### src/rtl/ksc_pkg.sv
// ============================================================================
// ksc_pkg: shared types and constants for the keyword substitution cipher
// Letter classification record, command codes and alphabet constants.
// ============================================================================
package ksc_pkg;

    localparam int LETTERS = 26;
    localparam int IDX_W   = 5;

    localparam logic [IDX_W-1:0] LAST_IDX    = IDX_W'(LETTERS - 1);
    localparam logic [IDX_W-1:0] LETTERS_IDX = IDX_W'(LETTERS);

    localparam logic [7:0] UPPER_A  = 8'd65;
    localparam logic [7:0] UPPER_Z  = 8'd90;
    localparam logic [7:0] LOWER_A  = 8'd97;
    localparam logic [7:0] CASE_GAP = 8'd32;

    localparam logic [1:0] CMD_CLEAR  = 2'd0;
    localparam logic [1:0] CMD_KEY    = 2'd1;
    localparam logic [1:0] CMD_FINISH = 2'd2;
    localparam logic [1:0] CMD_TEXT   = 2'd3;

    typedef struct packed {
        logic             is_letter;
        logic             is_lower;
        logic [IDX_W-1:0] idx;
    } letter_t;

endpackage

### src/rtl/ksc_ram.sv
// ============================================================================
// ksc_ram: generic single-write, single-read RAM
// One write port, one read port with registered read data.
// ============================================================================
module ksc_ram #(
    parameter int WIDTH = 8,
    parameter int DEPTH = 32
) (
    input  logic                                   clk,
    input  logic                                   we,
    input  logic [(DEPTH > 1 ? $clog2(DEPTH) : 1)-1:0] waddr,
    input  logic [WIDTH-1:0]                       wdata,
    input  logic                                   re,
    input  logic [(DEPTH > 1 ? $clog2(DEPTH) : 1)-1:0] raddr,
    output logic [WIDTH-1:0]                       rdata
);

    logic [WIDTH-1:0] mem [DEPTH];
    logic [WIDTH-1:0] rdata_reg;

    always_ff @(posedge clk)
    begin
        if (we)
        begin
            mem[waddr] <= wdata;
        end
        if (re)
        begin
            rdata_reg <= mem[raddr];
        end
    end

    assign rdata = rdata_reg;

endmodule

### src/rtl/ksc_letter.sv
// ============================================================================
// ksc_letter: byte classifier
// Flag upper or lower case letters and give the alphabet index.
// ============================================================================
module ksc_letter (
    input  logic [7:0]       data_byte,
    output ksc_pkg::letter_t letter
);

    logic is_upper;
    logic is_lower;
    logic [7:0] base;
    logic [7:0] offset;

    assign is_upper = (data_byte >= ksc_pkg::UPPER_A) && (data_byte <= ksc_pkg::UPPER_Z);
    assign is_lower = (data_byte >= ksc_pkg::LOWER_A) &&
                      (data_byte <= (ksc_pkg::UPPER_Z + ksc_pkg::CASE_GAP));

    assign base   = is_lower ? ksc_pkg::LOWER_A : ksc_pkg::UPPER_A;
    assign offset = data_byte - base;

    always_comb
    begin
        letter.is_letter = is_upper || is_lower;
        letter.is_lower  = is_lower;
        // offset is only meaningful for letters; drop the high bits
        letter.idx       = offset[ksc_pkg::IDX_W-1:0];
    end

endmodule

### src/rtl/keyword_substitution_cipher.sv
// ============================================================================
// keyword_substitution_cipher: keyword substitution cipher engine
// Builds a cipher alphabet from key letters and substitutes text bytes.
// ============================================================================
//
// Usage:
//   Input words arrive on s_axis: tuser carries the command (clear, key byte,
//   finish, text byte), tdata the raw byte. Results leave on m_axis, one word
//   per text byte only; other commands give no result.
//   cfg_we/cfg_wdata set the mode (0 encrypt through the forward table,
//   1 decrypt through the inverse table); write it only while idle.
// Sequences:
//   Clear and key byte: the next word may follow at once.
//   Text byte: table RAM read, then output register load, which waits
//   until m_axis is free.
//   Finish: after the accepting cycle, a walk from Z down to A through the
//   one letter write port, then a stream of the forward RAM into the inverse RAM.
//   s_axis_tready is low while any of these sequences runs.
// Reset:
//   Both tables read as identity (per-entry valid bits cleared), no letters
//   used, mode encrypt. No clearing pass is needed.
// Stall:
//   A pending result holds in the output register; the block still accepts
//   words, and the next text byte waits in its lookup step.
//
module keyword_substitution_cipher (
    input  logic       clk,
    input  logic       rst_n,
    // s_axis
    input  logic       s_axis_tvalid,
    output logic       s_axis_tready,
    input  logic [7:0] s_axis_tdata,   // [7:0] data_byte
    input  logic [1:0] s_axis_tuser,   // [1:0] cmd
    // m_axis
    output logic       m_axis_tvalid,
    input  logic       m_axis_tready,
    output logic [7:0] m_axis_tdata,   // [7:0] out_byte
    // configuration
    input  logic       cfg_we,
    input  logic       cfg_wdata
);

    localparam int IW = ksc_pkg::IDX_W;
    localparam int NL = ksc_pkg::LETTERS;

    localparam logic [1:0] ST_IDLE = 2'd0;
    localparam logic [1:0] ST_FILL = 2'd1;
    localparam logic [1:0] ST_INV  = 2'd2;
    localparam logic [1:0] ST_LOOK = 2'd3;

    logic [1:0]    state_reg, state_next;
    logic [IW-1:0] cnt_reg, cnt_next;
    logic [IW-1:0] fill_reg, fill_next;
    logic [NL-1:0] used_reg, used_next;
    logic [NL-1:0] fwd_vld_reg, fwd_vld_next;
    logic [NL-1:0] inv_vld_reg, inv_vld_next;
    logic          mode_reg;
    logic          ent_vld_reg, ent_vld_next;    // valid bit of entry being read
    ksc_pkg::letter_t hold_let_reg;
    logic [7:0]    hold_byte_reg;
    logic          out_valid_reg, out_valid_next;
    logic [7:0]    out_byte_reg;

    ksc_pkg::letter_t in_let;
    logic          in_fire;
    logic          text_fire;
    logic          key_place;
    logic          fill_place;
    logic          cnt_in_range;
    logic          ld_out;

    logic          fwd_we;
    logic [IW-1:0] fwd_wdata;
    logic          fwd_re;
    logic [IW-1:0] fwd_raddr;
    logic [IW-1:0] fwd_rdata;
    logic          inv_we;
    logic [IW-1:0] inv_waddr;
    logic [IW-1:0] inv_wdata;
    logic          inv_re;
    logic [IW-1:0] inv_rdata;
    logic [IW-1:0] prev_cnt;
    logic [IW-1:0] look_idx;
    logic [7:0]    look_base;
    logic [7:0]    result;

    ksc_letter u_letter (
        .data_byte (s_axis_tdata),
        .letter    (in_let)
    );

    assign s_axis_tready = (state_reg == ST_IDLE);
    assign in_fire       = s_axis_tvalid && s_axis_tready;
    assign text_fire     = in_fire && (s_axis_tuser == ksc_pkg::CMD_TEXT);
    assign cnt_in_range  = (cnt_reg < ksc_pkg::LETTERS_IDX);
    assign prev_cnt      = cnt_reg - IW'(1);

    // Place a key letter when new and the alphabet is not yet full
    assign key_place = in_fire && (s_axis_tuser == ksc_pkg::CMD_KEY) && in_let.is_letter
                       && !used_reg[in_let.idx] && (fill_reg < ksc_pkg::LETTERS_IDX);
    // Fill walk: append each unused letter from Z down to A
    assign fill_place = (state_reg == ST_FILL) && !used_reg[cnt_reg]
                        && (fill_reg < ksc_pkg::LETTERS_IDX);

    assign fwd_we    = key_place || fill_place;
    assign fwd_wdata = key_place ? in_let.idx : cnt_reg;

    // Forward RAM read: inverse build walk, or encrypt lookup
    assign fwd_re    = ((state_reg == ST_INV) && cnt_in_range) || (text_fire && !mode_reg);
    assign fwd_raddr = (state_reg == ST_INV) ? cnt_reg : in_let.idx;
    assign inv_re    = text_fire && mode_reg;

    // Inverse build writes in the cycle after each forward read
    assign inv_we    = (state_reg == ST_INV) && (cnt_reg != '0);
    assign inv_waddr = ent_vld_reg ? fwd_rdata : prev_cnt;
    assign inv_wdata = prev_cnt;

    ksc_ram #(
        .WIDTH (IW),
        .DEPTH (NL)
    ) u_fwd_ram (
        .clk   (clk),
        .we    (fwd_we),
        .waddr (fill_reg),
        .wdata (fwd_wdata),
        .re    (fwd_re),
        .raddr (fwd_raddr),
        .rdata (fwd_rdata)
    );

    ksc_ram #(
        .WIDTH (IW),
        .DEPTH (NL)
    ) u_inv_ram (
        .clk   (clk),
        .we    (inv_we),
        .waddr (inv_waddr),
        .wdata (inv_wdata),
        .re    (inv_re),
        .raddr (in_let.idx),
        .rdata (inv_rdata)
    );

    // Lookup result: an entry never written reads as identity
    assign look_idx  = ent_vld_reg ? (mode_reg ? inv_rdata : fwd_rdata) : hold_let_reg.idx;
    assign look_base = hold_let_reg.is_lower ? ksc_pkg::LOWER_A : ksc_pkg::UPPER_A;
    assign result    = hold_let_reg.is_letter ? (look_base + {{(8 - IW){1'b0}}, look_idx})
                                              : hold_byte_reg;

    assign ld_out = (state_reg == ST_LOOK) && (!out_valid_reg || m_axis_tready);

    always_comb
    begin
        state_next     = state_reg;
        cnt_next       = cnt_reg;
        fill_next      = fill_reg;
        used_next      = used_reg;
        fwd_vld_next   = fwd_vld_reg;
        inv_vld_next   = inv_vld_reg;
        ent_vld_next   = ent_vld_reg;
        out_valid_next = out_valid_reg;

        if (m_axis_tready)
        begin
            out_valid_next = 1'b0;
        end

        if (fwd_we)
        begin
            fwd_vld_next[fill_reg] = 1'b1;
            used_next[fwd_wdata]   = 1'b1;
            fill_next              = fill_reg + IW'(1);
        end

        if (inv_we)
        begin
            inv_vld_next[inv_waddr] = 1'b1;
        end

        unique case (state_reg)
            ST_IDLE:
            begin
                if (in_fire)
                begin
                    unique case (s_axis_tuser)
                        ksc_pkg::CMD_CLEAR:
                        begin
                            used_next    = '0;
                            fwd_vld_next = '0;
                            inv_vld_next = '0;
                            fill_next    = '0;
                        end
                        ksc_pkg::CMD_KEY:
                        begin
                            // handled by the shared letter write port
                        end
                        ksc_pkg::CMD_FINISH:
                        begin
                            cnt_next   = ksc_pkg::LAST_IDX;
                            state_next = ST_FILL;
                        end
                        ksc_pkg::CMD_TEXT:
                        begin
                            ent_vld_next = mode_reg ? inv_vld_reg[in_let.idx]
                                                    : fwd_vld_reg[in_let.idx];
                            state_next   = ST_LOOK;
                        end
                        default:
                        begin
                        end
                    endcase
                end
            end
            ST_FILL:
            begin
                if (cnt_reg == '0)
                begin
                    state_next = ST_INV;
                end
                else
                begin
                    cnt_next = cnt_reg - IW'(1);
                end
            end
            ST_INV:
            begin
                // capture valid bit of the forward entry read this cycle
                ent_vld_next = cnt_in_range ? fwd_vld_reg[cnt_reg] : 1'b0;
                if (cnt_reg == ksc_pkg::LETTERS_IDX)
                begin
                    cnt_next   = '0;
                    state_next = ST_IDLE;
                end
                else
                begin
                    cnt_next = cnt_reg + IW'(1);
                end
            end
            ST_LOOK:
            begin
                if (ld_out)
                begin
                    out_valid_next = 1'b1;
                    state_next     = ST_IDLE;
                end
            end
            default:
            begin
                state_next = ST_IDLE;
            end
        endcase
    end

    always_ff @(posedge clk or negedge rst_n)
    begin
        if (!rst_n)
        begin
            state_reg     <= ST_IDLE;
            cnt_reg       <= '0;
            fill_reg      <= '0;
            used_reg      <= '0;
            fwd_vld_reg   <= '0;
            inv_vld_reg   <= '0;
            ent_vld_reg   <= 1'b0;
            mode_reg      <= 1'b0;
            out_valid_reg <= 1'b0;
        end
        else
        begin
            state_reg     <= state_next;
            cnt_reg       <= cnt_next;
            fill_reg      <= fill_next;
            used_reg      <= used_next;
            fwd_vld_reg   <= fwd_vld_next;
            inv_vld_reg   <= inv_vld_next;
            ent_vld_reg   <= ent_vld_next;
            out_valid_reg <= out_valid_next;
            if (cfg_we)
            begin
                mode_reg <= cfg_wdata;
            end
        end
    end

    // Payload registers: no reset
    always_ff @(posedge clk)
    begin
        if (text_fire)
        begin
            hold_let_reg  <= in_let;
            hold_byte_reg <= s_axis_tdata;
        end
        if (ld_out)
        begin
            out_byte_reg <= result;
        end
    end

    assign m_axis_tvalid = out_valid_reg;
    assign m_axis_tdata  = out_byte_reg;

    // ------------------------------------------------------------------------
    // Assertions
    // ------------------------------------------------------------------------
    a_fill_bound: assert property (@(posedge clk) disable iff (!rst_n)
        fill_reg <= ksc_pkg::LETTERS_IDX)
        else $error("fill count beyond alphabet size");

    a_fill_done: assert property (@(posedge clk) disable iff (!rst_n)
        (state_reg == ST_FILL) && (cnt_reg == '0) |=>
            (&used_reg) && (fill_reg == ksc_pkg::LETTERS_IDX))
        else $error("alphabet not complete after fill walk");

    a_no_overwrite: assert property (@(posedge clk) disable iff (!rst_n)
        ld_out |-> (!out_valid_reg || m_axis_tready))
        else $error("pending result overwritten");

    a_look_entry: assert property (@(posedge clk) disable iff (!rst_n)
        (state_reg == ST_LOOK) |->
            ($past(state_reg) == ST_IDLE) || ($past(state_reg) == ST_LOOK))
        else $error("lookup entered from table build");

    a_inv_only_build: assert property (@(posedge clk) disable iff (!rst_n)
        inv_we |-> !fwd_we && !in_fire)
        else $error("inverse write outside table build");

endmodule

### config.mk
export PLATFORM = sky130hd
export DESIGN_NAME = keyword_substitution_cipher
export DESIGN_NICKNAME = d
export VERILOG_FILES = /design/src/rtl/ksc_pkg.sv /design/src/rtl/ksc_ram.sv /design/src/rtl/ksc_letter.sv /design/src/rtl/keyword_substitution_cipher.sv
export SDC_FILE = /design/constraint.sdc
export NUM_CORES = 1
export LEC_CHECK = 0
export BUFFER_PORTS_ARGS = -buffer_cell sky130_fd_sc_hd__buf_2
export CAP_MARGIN = 5
export CORE_MARGIN = 8
export CORE_UTILIZATION = 43
export DETAILED_ROUTE_END_ITERATION = 8
export PLACE_DENSITY = 0.69
export SLEW_MARGIN = 20
export SYNTH_ARGS = -nofsm -noshare
export SYNTH_HDL_FRONTEND = slang
export SYNTH_SLANG_ARGS = --single-unit
### constraint.sdc
create_clock -name clk -period 5.6 [get_ports clk]
set_input_delay 1.68 -clock clk [delete_from_list [all_inputs] [get_ports clk]]
set_output_delay 1.68 -clock clk [all_outputs]
set_load 0.01 [all_outputs]
======== Word-level counts from Yosys, hierarchy flattened ========
Memory sizes are Yosys's and may differ from the RTL's. A register that Yosys moved wholly into a read port is not among the register bits.
Index checks and enable logic that the tools add are counted.
storage, ports and cells
  flip-flop bits (word level) ............. 116
  memory bits (writable) .................. 260
  input bits .............................. 16
  output and inout port bits .............. 10
  logic and storage cells ................. 150
  memories kept ........................... 2
memory list
  memory         words  width  rd ports  clocked after memory_dff  wr ports  line           text
  u_fwd_ram.mem  26     5      1         1                         1         ksc_ram.sv:18  logic [WIDTH-1:0] mem [DEPTH];
  u_inv_ram.mem  26     5      1         1                         1         ksc_ram.sv:18
cells by class
  add/subtract/negate cells ............... 5
  order comparisons ....................... 14
  equal/unequal tests ..................... 15
  multiplexer cells ....................... 62
  bitwise logic cells ..................... 3
  reductions and logical operators ........ 35
operator list
  cell                   count
  $mux W26               12
  $or A26 B26 Y26        3
  $mux W5                13
  $lt A5 B6 Y1 const B   5
  $bmux W1 S5            5
  $mux W1                19
  $logic_and A1 B1 Y1    18
  $ge A8 B7 Y1 const B   2
  $le A8 B7 Y1 const B   2
  $demux W1 S5           3
  $ge A5 B1 Y1 const B   3
  $pmux W5 S3            1
  $add A5 B1 Y5 const B  2
  $lt A5 B5 Y1 const B   2
  $ne A2 B1 Y1 const B   5
  $add A7 B5 Y8          1
  $eq A2 B2 Y1 const B   4
  $mux W2                4
  $mux W8                1
  $pmux W2 S4            1
  $mux W6                1
  $eq A5 B5 Y1 const B   1
  $logic_not A5 Y1       1
  $reduce_and A5 Y1      1
  other kinds (15)       24

======== Depth between registers and ports, before layout ========
  depth in word-level cells ............... 16
  depth in mapped cells ................... 12
  depth with buffers taken out ............ 9

======== Cells and area by module ========
From an unflattened synthesis, not the netlist that was laid out.
second synthesis, totals
  cells, all modules ...................... 1,320
  area total of the unflattened synthesis .. 17,710.7 um^2
by module, submodules not included
  module                       instances  cells an instance  area an instance (um^2)  sequential area each (um^2)
  keyword_substitution_cipher  1          667                6,713.9                  3,017.9
  ksc_ram at u_inv_ram         1          315                5,418.9                  4,053.9
  ksc_ram at u_fwd_ram         1          315                5,415.2                  4,053.9
  ksc_letter                   1          23                 162.7                    0.0

======== Least setup slack after synthesis ========
OpenSTA, ideal clock, no wires.
  path type ............................... input to register
  start ................................... input s_axis_tdata[0]
  end ..................................... memory u_fwd_ram.mem[0][0] in the netlist's numbering, data pin
  setup time .............................. 0.408 ns
  arrival ................................. 4.867 ns
  data required time ...................... 5.192 ns
  path slack .............................. 0.325 ns
  stages .................................. 11
  buffers on the path ..................... 3
  cell sequence ........................... clkinv_1 -> ha_1 -> buf_4 -> buf_2 -> and2_1 -> a2111oi_1 -> nor4_2 -> or3_1 -> buf_2 -> nand2_1 -> o21ai_0
on the way
  word-level cells in the longest chain between the ends .. 7
  elaborated cells between the ends (all ways) .. 15
  classes of those cells .................. 1 x add/sub; 4 x order compare; 3 x mux; 7 x reduce/logical
RTL lines
  item                                                                        line                                                                   text
  start, declared                                                             keyword_substitution_cipher.sv:32                                      input logic [7:0] s_axis_tdata,
  $sub A5 B5 Y5 (tied with other cells)                                       ksc_letter.sv:20                                                       assign offset = data_byte - base;
  $bmux W1 S5 (tied with other cells)                                         keyword_substitution_cipher.sv:100                                     && !used_reg[in_let.idx] && (fill_reg < ksc_pkg::LETTERS_IDX);
  $mux W1 (not written as such) / $logic_or A1 B1 Y1 (equally long branches)  keyword_substitution_cipher.sv:100, ksc_letter.sv:24
  $logic_not A1 Y1 / $logic_and A1 B1 Y1 (equally long branches)              keyword_substitution_cipher.sv:100, keyword_substitution_cipher.sv:99
  $logic_and A1 B1 Y1 (2 in series)                                           keyword_substitution_cipher.sv:100
  $mux W5 *                                                                   keyword_substitution_cipher.sv:106                                     assign fwd_wdata = key_place ? in_let.idx : cnt_reg;
  net fwd_wdata[0]                                                            keyword_substitution_cipher.sv:73                                      logic [IW-1:0] fwd_wdata;
  end, declared                                                               ksc_ram.sv:18
The timed path passes the listed nets; every way through them passes the cells marked *. The select of a mux whose other input is x is not followed.

======== Worst setup path after layout ========
  start ................................... input s_axis_tdata[1]
  end ..................................... memory u_fwd_ram.mem[21][3] in the netlist's numbering, data pin
Same word-level chain as after synthesis.

==> results.rst <==
.. list-table::
   :header-rows: 1

   * - Metric
     - Value
   * - DRC violation count after routing
     - 0
   * - Number of setup violations in the final report
     - 0
   * - Run status
     - finished clean
   * - Ratio of total power to cell area
     - 461.9 mW/mm^2
   * - Sort of element at the end of the critical path
     - flip-flop
   * - Most common cell after layout, fill and taps aside
     - sky130_fd_sc_hd__edfxtp_1
   * - Type of the worst setup path
     - in -> reg
   * - Instance area after placement
     - 0.01858 sq mm
   * - Total Routing Usage GR
     - 0.1729
   * - Core outline area
     - 0.04065 sq mm
   * - Average cell area after synthesis
     - 15.07 sq um
   * - Routability cong.
     - 0.9251
   * - Most used DFF post-synth
     - sky130_fd_sc_hd__edfxtp_1
   * - Maximum vdd ir drop
     - 248.1 uV
   * - Area share of the largest cell type after synthesis
     - 0.4982
   * - Final worst path period share
     - 0.8508
   * - TritonCTS clock tree
     - yes
   * - Post-synthesis register bit count
     - 386
   * - Number of search-and-repair iterations in the first detailed-routing pass
     - 5
   * - Number of hold violations in the final report
     - 0
   * - Post-synth EDFFs
     - 293
   * - Sink Count
     - 386
   * - Critical-path top delay cell
     - sky130_fd_sc_hd__xnor2_1
   * - RSZ-0062 raised after global routing
     - false
   * - Worst clock skew on the final layout
     - 0.01878 ns
   * - Via count of the first global-routing pass
     - 10,830
   * - Number of hold buffers added after CTS
     - 0
   * - Pin count of the biggest net entering global routing
     - 56
   * - Setup Buffers After CTS
     - 0
   * - Die area
     - 0.04781 sq mm
   * - Area grow syn2layout
     - 12.17%
   * - Aggregate global routing overflow
     - 0
   * - Detailed-route wire length
     - 41,250 um
   * - Post-Syn Area
     - 0.01766 sq mm
   * - Utilization after layout
     - 0.4873
   * - Critical path peak fanout
     - 26
   * - Startpoint type of the worst setup path
     - input port
   * - # Max-Cap Violations
     - 0
   * - Detail Placement HPWL
     - 27,130 um
   * - Clock buffer count from CTS
     - 38
   * - Kind of cell with the highest combined delay on the critical path
     - simple AND/OR/NAND/NOR gates
   * - Yosys top cell by area
     - sky130_fd_sc_hd__edfxtp_1
   * - Port-buffer cells
     - 25
   * - Crit path required time
     - 5.79 ns
   * - Crit path time final
     - 4.765 ns
   * - Core Rows
     - 74
   * - Count of nets left with antenna violations after detail routing
     - 0
   * - Routed length per placed instance
     - 23.26 um
   * - Fraction of layout cells with a size suffix above 1
     - 0.2315
   * - Slew at the pin closest to its max-slew limit
     - 1.058 ns
   * - Arrival time of data at the critical path endpoint
     - 4.96 ns
   * - Starting DRC count in detailed routing
     - 1,191
   * - Share of async-settable or async-resettable flops after synthesis
     - 0.2409
   * - Critical path buffer and inverter count
     - 2
   * - Initial core utilization
     - 0.4345
   * - Achievable clock frequency
     - 209.9 MHz
   * - Root cell of the clock tree
     - sky130_fd_sc_hd__clkbuf_16
   * - Yosys warning count
     - 0
   * - Worst setup slack after layout
     - 0.8355 ns
   * - Vias
     - 10,710
   * - Die width
     - 218.7 um
   * - Number of nets at the end of the flow
     - 1,243
   * - Gates resized, CTS repair
     - 0
   * - Clock transition at the register clock pins on the worst setup and hold paths after CTS
     - 0.06 ns
   * - # H-tree levels
     - 2
   * - Initial antenna violation count
     - 2
   * - Delay contributed by the slowest stage of the critical path
     - 0.59 ns
   * - Ordered list of cells on the worst path
     - buf_2 -> inv_1 -> ha_2 -> or3b_1 -> xnor2_1 -> o41ai_2 -> or3_1 -> nand2_1 -> mux2_2
   * - Largest cells by area after synthesis
     - sky130_fd_sc_hd__edfxtp_1 (50%), sky130_fd_sc_hd__dfrtp_1 (13%), sky130_fd_sc_hd__mux4_2 (12%)
   * - Worst-skew pair later-pin latency
     - 0.53 ns
   * - Relative slew margins
     - 0.2890
   * - Non-Filler Cell Area, Final
     - 0.01981 sq mm
   * - Maximum count of clock buffers along a single path
     - 3
   * - Post-route setup TNS
     - 0 ns
   * - Wire length of the first global-routing pass
     - 64,270 um
   * - Syn Nets
     - 1,203
   * - Synth unique cells
     - 79
   * - Pre-CTS setup slack
     - 0.4457 ns
   * - Die height
     - 218.7 um
   * - Class of the worst hold path
     - reg -> reg
   * - Mapped Cells
     - 1,172
   * - Count of pins on the block boundary
     - 26
   * - Registers with the most flip-flops
     - u_fwd_ram.mem: 130 flops, u_inv_ram.mem: 130 flops
   * - Sequential-to-total area share from yosys stat
     - 0.6300
   * - Fill count
     - 3,357
   * - Slew Limit Fails
     - 0
   * - Leakage component of the power
     - 6.882 nW
   * - Most frequent cells in the layout
     - sky130_fd_sc_hd__edfxtp_1 (293), sky130_fd_sc_hd__dfrtp_1 (93), sky130_fd_sc_hd__mux4_2 (92)
   * - Vias per cell
     - 6.039
area by class of cell:
class,count,area [sq um],share of cell area
flip-flops and latches,386,11130,0.5616
multi-input cells,688,6165,0.3112
clock buffers,49,1042,0.05261
well taps,532,665.6,0.03360
repair buffers,80,555.5,0.02804
clock inverters,19,185.2,0.009348
inverters,18,67.56,0.003411
diodes,1,2.502,0.0001263
report_power, final:
| part | switching (mW) | leakage, nW | internal (mW) |
|---|---|---|---|
| Combinational | 1.65 | 2.38 | 1.03 |
| Clock | 1.05 | 0.601 | 1.46 |
| Sequential | 0.235 | 3.90 | 3.72 |
| Total | 2.94 | 6.88 | 6.21 |
Yosys cell counts, types with 5 or more instances:
master,n
sky130_fd_sc_hd__edfxtp_1,293
sky130_fd_sc_hd__dfrtp_1,93
sky130_fd_sc_hd__mux4_2,92
sky130_fd_sc_hd__nand2_1,87
sky130_fd_sc_hd__nor2_1,64
sky130_fd_sc_hd__mux2i_1,51
sky130_fd_sc_hd__clkbuf_1,46
sky130_fd_sc_hd__o21ai_0,43
sky130_fd_sc_hd__a21oi_1,38
sky130_fd_sc_hd__a32oi_1,31
sky130_fd_sc_hd__o21a_1,26
sky130_fd_sc_hd__buf_2,23
sky130_fd_sc_hd__mux2_2,22
sky130_fd_sc_hd__nand3_1,20
sky130_fd_sc_hd__nor3b_1,20
sky130_fd_sc_hd__ha_1,15
sky130_fd_sc_hd__nor3_1,14
sky130_fd_sc_hd__a21boi_0,13
sky130_fd_sc_hd__inv_1,13
sky130_fd_sc_hd__a211oi_1,12
sky130_fd_sc_hd__nor4_1,11
sky130_fd_sc_hd__and2_1,9
sky130_fd_sc_hd__nand4_1,9
sky130_fd_sc_hd__and3_1,7
sky130_fd_sc_hd__nor2b_1,7
sky130_fd_sc_hd__o31ai_1,7
sky130_fd_sc_hd__buf_4,6
sky130_fd_sc_hd__nand2b_1,6
sky130_fd_sc_hd__a21o_1,5
sky130_fd_sc_hd__nand3b_1,5
sky130_fd_sc_hd__or2_2,5
through the flow:
stage	instances	hold slack (ns)	power, mW
after global routing	1772	0.5059	9.548
after CTS	1772	0.4889	9.197
after floorplan	1172	0.4589	5.741
after detailed placement	1704	0.4745	6.690
final	1773	0.4848	9.151
after global placement	1704	0.4680	6.608
kinds of logic (layout without fill, tap and decap cells):
| family | count (synthesis) | count (layout) | synth area share |
|---|---|---|---|
| and+or+nand+nor | 283 | 283 | 0.08183 |
| buffers and inverters | 98 | 166 | 0.02416 |
| AOI/OAI and AO/OA | 216 | 216 | 0.08793 |
| DFF | 386 | 386 | 0.6300 |
| other | 0 | 1 | 0 |
| adders and majority gates | 15 | 15 | 0.01063 |
| xor gates and xnor gates | 8 | 8 | 0.004393 |
| muxes | 166 | 166 | 0.1610 |
final timing paths:
kind,slack [ns],end,depth (start not counted),from
min,0.48,inv_vld_reg[18]$_DFF_PN0_,1,inv_vld_reg[18]$_DFF_PN0_
min in group asynchronous,1.23,mode_reg$_DFFE_PN0P_,1,rst_n
max in group asynchronous,3.31,fwd_vld_reg[24]$_DFF_PN0_,2,rst_n
max reg2reg,1.64,u_inv_ram.mem[25][1]$_DFFE_PP_,8,cnt_reg[1]$_DFFE_PN0P_
min reg2reg,0.48,inv_vld_reg[18]$_DFF_PN0_,1,inv_vld_reg[18]$_DFF_PN0_
max,0.84,u_fwd_ram.mem[21][3]$_DFFE_PP_,9,s_axis_tdata[1]
routing by layer:
metal  global-route usage  wire length, um  vias to the layer above  share of wire
met4              0.05916             1237                        2          0.030
li1                     -                -                     4720              -
met3              0.03360             3291                       87          0.080
met1               0.2469            17900                     5428           0.43
met5                    0               13                        -        0.00032
met2               0.2628            18800                      470           0.46
No activity file was read; power rests on OpenSTA's default activity.
